$ cat src/hw/rtl/cbt_pkg.sv
`timescale 1ns / 1ps
// ---------------------------------------------------------------------------
// cbt_pkg: shared types and constants of the cubic Bezier tessellator
// Step count, weight widths, the per-step Bernstein weight table and the
// control bundles passed between the sequencer and the blend pipeline.
// ---------------------------------------------------------------------------
package cbt_pkg;

  localparam int CoordWidthDefault = 20;
  localparam int Steps             = 16;
  localparam int StepW             = $clog2(Steps);
  localparam int StepIdxW          = StepW + 1;   // holds 1..Steps
  localparam int WeightShift       = 12;          // log2(Steps^3)
  localparam int WeightW           = WeightShift + 1;
  localparam int SumGuard          = 14;          // sum width = coord width + guard

  // Integer Bernstein weights for one step, sum is 4096
  typedef struct packed {
    logic [WeightW-1:0] wa;
    logic [WeightW-1:0] wca;
    logic [WeightW-1:0] wcb;
    logic [WeightW-1:0] wb;
  } weight_t;

  // Sequencer status toward the pipeline and the checks
  typedef struct packed {
    logic busy;
    logic last;
  } seq_stat_t;

  // Stage load enables of the blend pipeline
  typedef struct packed {
    logic s1;
    logic s2;
    logic s3;
  } stage_en_t;

  // Weights for step i (1..Steps), u = i/Steps
  function automatic weight_t step_weights(input logic [StepIdxW-1:0] i);
    int unsigned ii;
    int unsigned jj;
    weight_t     w;
    ii    = int'(i);
    jj    = Steps - ii;
    w.wa  = WeightW'(ii * ii * ii);
    w.wca = WeightW'(3 * jj * ii * ii);
    w.wcb = WeightW'(3 * ii * jj * jj);
    w.wb  = WeightW'(jj * jj * jj);
    return w;
  endfunction

endpackage

$ cat src/hw/rtl/cbt_seq.sv
`timescale 1ns / 1ps
// ---------------------------------------------------------------------------
// cbt_seq: curve holding register and step sequencer
// Holds the accepted curve and walks steps 1..16, one per advance, with the
// step weights registered alongside.
// ---------------------------------------------------------------------------
module cbt_seq #(
  parameter int COORD_WIDTH = cbt_pkg::CoordWidthDefault
) (
  input  logic                               clk_i,
  input  logic                               rst_ni,
  input  logic                               in_valid_i,
  output logic                               in_ready_o,
  input  logic [3:0][2:0][COORD_WIDTH-1:0]   coords_i,
  input  logic                               adv_i,
  output logic [3:0][2:0][COORD_WIDTH-1:0]   coords_o,
  output cbt_pkg::weight_t                   weights_o,
  output cbt_pkg::seq_stat_t                 stat_o
);

  logic                                busy_q, busy_d;
  logic [cbt_pkg::StepW-1:0]           step_q, step_d;
  cbt_pkg::weight_t                    w_q, w_d;
  logic [3:0][2:0][COORD_WIDTH-1:0]    hold_q;
  logic                                last_step;
  logic                                advance;
  logic                                accept;

  assign last_step  = (step_q == cbt_pkg::StepW'(cbt_pkg::Steps - 1));
  assign advance    = busy_q && adv_i;
  // next curve may enter on the beat that issues the last step
  assign in_ready_o = !busy_q || (last_step && advance);
  assign accept     = in_valid_i && in_ready_o;

  always_comb begin
    busy_d = busy_q;
    step_d = step_q;
    if (accept) begin
      busy_d = 1'b1;
      step_d = '0;
    end else if (advance) begin
      if (last_step) begin
        busy_d = 1'b0;
      end else begin
        step_d = step_q + cbt_pkg::StepW'(1);
      end
    end
    w_d = cbt_pkg::step_weights(cbt_pkg::StepIdxW'(step_d) + cbt_pkg::StepIdxW'(1));
  end

  always_ff @(posedge clk_i or negedge rst_ni) begin
    if (!rst_ni) begin
      busy_q <= 1'b0;
      step_q <= '0;
    end else begin
      busy_q <= busy_d;
      step_q <= step_d;
    end
  end

  always_ff @(posedge clk_i) begin
    w_q <= w_d;
    if (accept) begin
      hold_q <= coords_i;
    end
  end

  assign coords_o    = hold_q;
  assign weights_o   = w_q;
  assign stat_o.busy = busy_q;
  assign stat_o.last = last_step;

endmodule

$ cat config.mk
export PLATFORM = sky130hd
export DESIGN_NAME = cbt_seq
export DESIGN_NICKNAME = d
export VERILOG_FILES = /design/src/hw/rtl/cbt_pkg.sv /design/src/hw/rtl/cbt_seq.sv
export SDC_FILE = /design/constraint.sdc
export NUM_CORES = 1
export LEC_CHECK = 0
export BUFFER_PORTS_ARGS = -buffer_cell sky130_fd_sc_hd__buf_2
export CAP_MARGIN = 20
export CORE_ASPECT_RATIO = 0.5
export CORE_MARGIN = 5
export CORE_UTILIZATION = 47
export CTS_CLUSTER_SIZE = 20
export DETAILED_ROUTE_END_ITERATION = 8
export GPL_ROUTABILITY_DRIVEN = 0
export PLACE_DENSITY = 0.79
export SYNTH_ARGS = -nofsm -noshare
export SYNTH_HDL_FRONTEND = slang
export SYNTH_SLANG_ARGS = --single-unit
$ cat constraint.sdc
create_clock -name clk_i -period 15.58 [get_ports clk_i]
set_input_delay 3.116 -clock clk_i [delete_from_list [all_inputs] [get_ports clk_i]]
set_output_delay 3.116 -clock clk_i [all_outputs]
set_load 0.01 [all_outputs]
==> results.md <==
- Vias/cell: 5.076
- H-tree depth: 1
- Commonest cells post-synth: inv_1, edfxtp_1, ha_1, fa_1, nor2_1
- Port bufs: 538
- Root buf cell: clkbuf_16
- Clock slew seen by the registers of the worst setup and hold paths: roughly 0.060 ns
- Tcrit/Tclk final: between 80% and 90%
- Relative slew slack: 40.66%
- Mapped Area: 18680 µm²
- Final nets: 2676
- Vias in the first global route: approximately 13000
- Minimum clock period: 13.61 ns
- Core Footprint: 39050 µm²
- EDFF count, synth: 240
- Most used cell, CP: fa_1
- Synthesis-stage register bit count: around 290
- Post-synth top area share: 38.58%
- Area contributors post-synth: edfxtp_1, fa_1, ha_1
- Wire per inst: 22.00 µm
- Synth Instances: 1530
- Status: completed
- CP delay by family, top: adder cells
- CP arrival: 14.05 ns
- Post-synthesis mux area share: 0.05358%
- First-pass DRT Iterations: 5
- Crit. End Element: flop
- Fillers: 3146
- RR Endpoint: weights_o[38]
- Fin Setup TNS: 0 ns
- Worst Setup EP: weights_o[38]
- Synth Area in Compound Gates: 4.762%
- RSZ-0062 raised after global routing: no
- Via Count: 13360
- Hold Crit Class: flop to flop
- Synth warnings: 0
- Final setup viols: 0
- Largest family of logic cells by synthesized area: adder cells
- Sequential share of the synthesized area: 44.28%
- Clock skew: 0.02003 ns
- Die X: 292.0 µm
- Number of remaining DRC errors: 0
- Max stage delay on crit path: 0.91 ns
- Final ANT Viol Nets: 0
- First-pass GRT wire length: 83990 µm
- Clk sinks: a little under 300
- Highest Clock Rate: 73.50 MHz
- CTS Buffer Depth: 3
- Postcts setup bufs: 0
- GR Overflow Total: 0
- Layout area overhead: 22.57%
- Initial core utilization: 47.84%
- Synth Flop Type: edfxtp_1
- Crit path from: adv_i
- Post-Synth Simple-Gate Area: between 8 and 9%
- Critical Path Stages: 38
- Area leader, netlist: edfxtp_1
- # rows: just over 50
- # IOs: 539
- Clock tree from TritonCTS: built
- Adder-Cell Fraction of Synth Area: 30.45%
- Max-slew violation count: 0
- Ys async rst share: 1.712%
- Post-synthesis xor/xnor area fraction: 5.854%
- WL final: 57890 µm
- Critical R2R Launch: step_q[1]
- Worst-path maximum fanout: 21
- Total die area: roughly 44000 µm²
- GRT Util Overall: 25.30%
- DRT iter0 DRCs: between 1000 and 1500
- HPWL Detailed: 47260 µm
- Clk Latency, worst-skew pair: 0.56 ns
- Worst slew pin tran: around 0.9 ns
- Mean post-synth cell area: 12.21 µm²
- Startpoint Class: input pin
- Layout cells sized above 1: approximately 30%
- Hold Buf Count CTS: 0
- Initial antenna violation count: 4
- Total of max-cap violations: 0
- Worst r2r path cells: 38
- Crit Path Category: input pin to flop
- Netlist cell types: between 60 and 70
- Worst Path Required: 16.02 ns
- Die height: 151.0 µm
- Clock buffer count from CTS: 27
- R2R Setup Slk: 3.85 ns
- Post-CTS sizing: 0
- Hold Fails Final Rpt: 0
- Most frequent cell after synthesis: inv_1
- WP buf/inv: 8
- Slowest CP cell: ha_1
- Largest net degree at the start of global routing: between 150 and 200
-- area by class of cell --
cell class	instances	area, µm²	share of cell area, %
flip-flops and latches	292	8273	36.13
well taps	530	663.1	2.896
clock inverters	13	138.9	0.6065
inverters	277	1046	4.568
multi-input cells	931	9214	40.24
repair buffers	551	2823	12.33
clock buffers	34	733.2	3.202
diodes	3	7.507	0.03279
-- state kept, by name, indices dropped and copies added (netlist names) --
register,count
coords_o,240
weights_o,47
step_q,4
busy_q,1
-- how the worst min path moves through the flow --
stage,start,endpoint,slack [ns],cells past startpoint
after detailed placement,busy_q,busy_q,0.75,2
after floorplan,busy_q,busy_q,0.70,2
after global routing,busy_q,busy_q,0.79,2
final,busy_q,busy_q,0.78,2
after global placement,busy_q,busy_q,0.75,2
after CTS,busy_q,busy_q,0.76,2
-- cells by family after synthesis --
logic type | Yosys count
muxes | 1
xor gates and xnor gates | 111
AOI/OAI and AO/OA | 132
and+or+nand+nor | 330
buffers and inverters | 310
DFF | 292
other | 2
adders and majority gates | 352
-- layer usage --
metal | routed length (µm) | track usage [%] | share of wire (%)
met5 | 12 | 0 | 0.021
met4 | 794 | 3.569 | 1.4
met3 | 5564 | 7.062 | 9.6
met2 | 28240 | 42.39 | 49
met1 | 23270 | 34.25 | 40
-- cell usage in the layout, fill, tap and decap left out, types with 20 or more instances in the layout --
cell / Yosys / routed
a21oi_1: 42 / 42
buf_2: 2 / 538
fa_1: 171 / 171
edfxtp_1: 240 / 240
xnor2_1: 82 / 82
ha_1: 181 / 181
and2_1: 39 / 39
nor2_1: 127 / 127
a21o_1: 27 / 27
clkbuf_16: 0 / 28
inv_1: 269 / 268
dfxtp_1: 47 / 47
xor2_1: 20 / 20
nand2_1: 109 / 109
-- tightest hold or removal path, stage by stage (launching register included) --
cell and delay, ns:
dfrtp_1 0.50, nand2_1 0.17, nand2_1 0.07
-- stage by stage --
stage          utilization, %  setup slack [ns]  hold slack (ns)  cell area [µm²]  instances
3_5_place_dp            56.31             1.561           0.7501            21990       2580
2_1_floorplan               -            0.2070           0.7032            18700       1533
6_report                58.63             1.975           0.7808            22900       2631
5_1_grt                 58.63             1.393           0.7946            22900       2630
3_3_place_gp            56.31             1.787           0.7539            21990       2580
4_1_cts                 58.54             2.118           0.7647            22860       2627
Power is left out: the tool's default activity adds up to more than one toggle a clock period on the data nets, which glitch-free logic cannot reach.
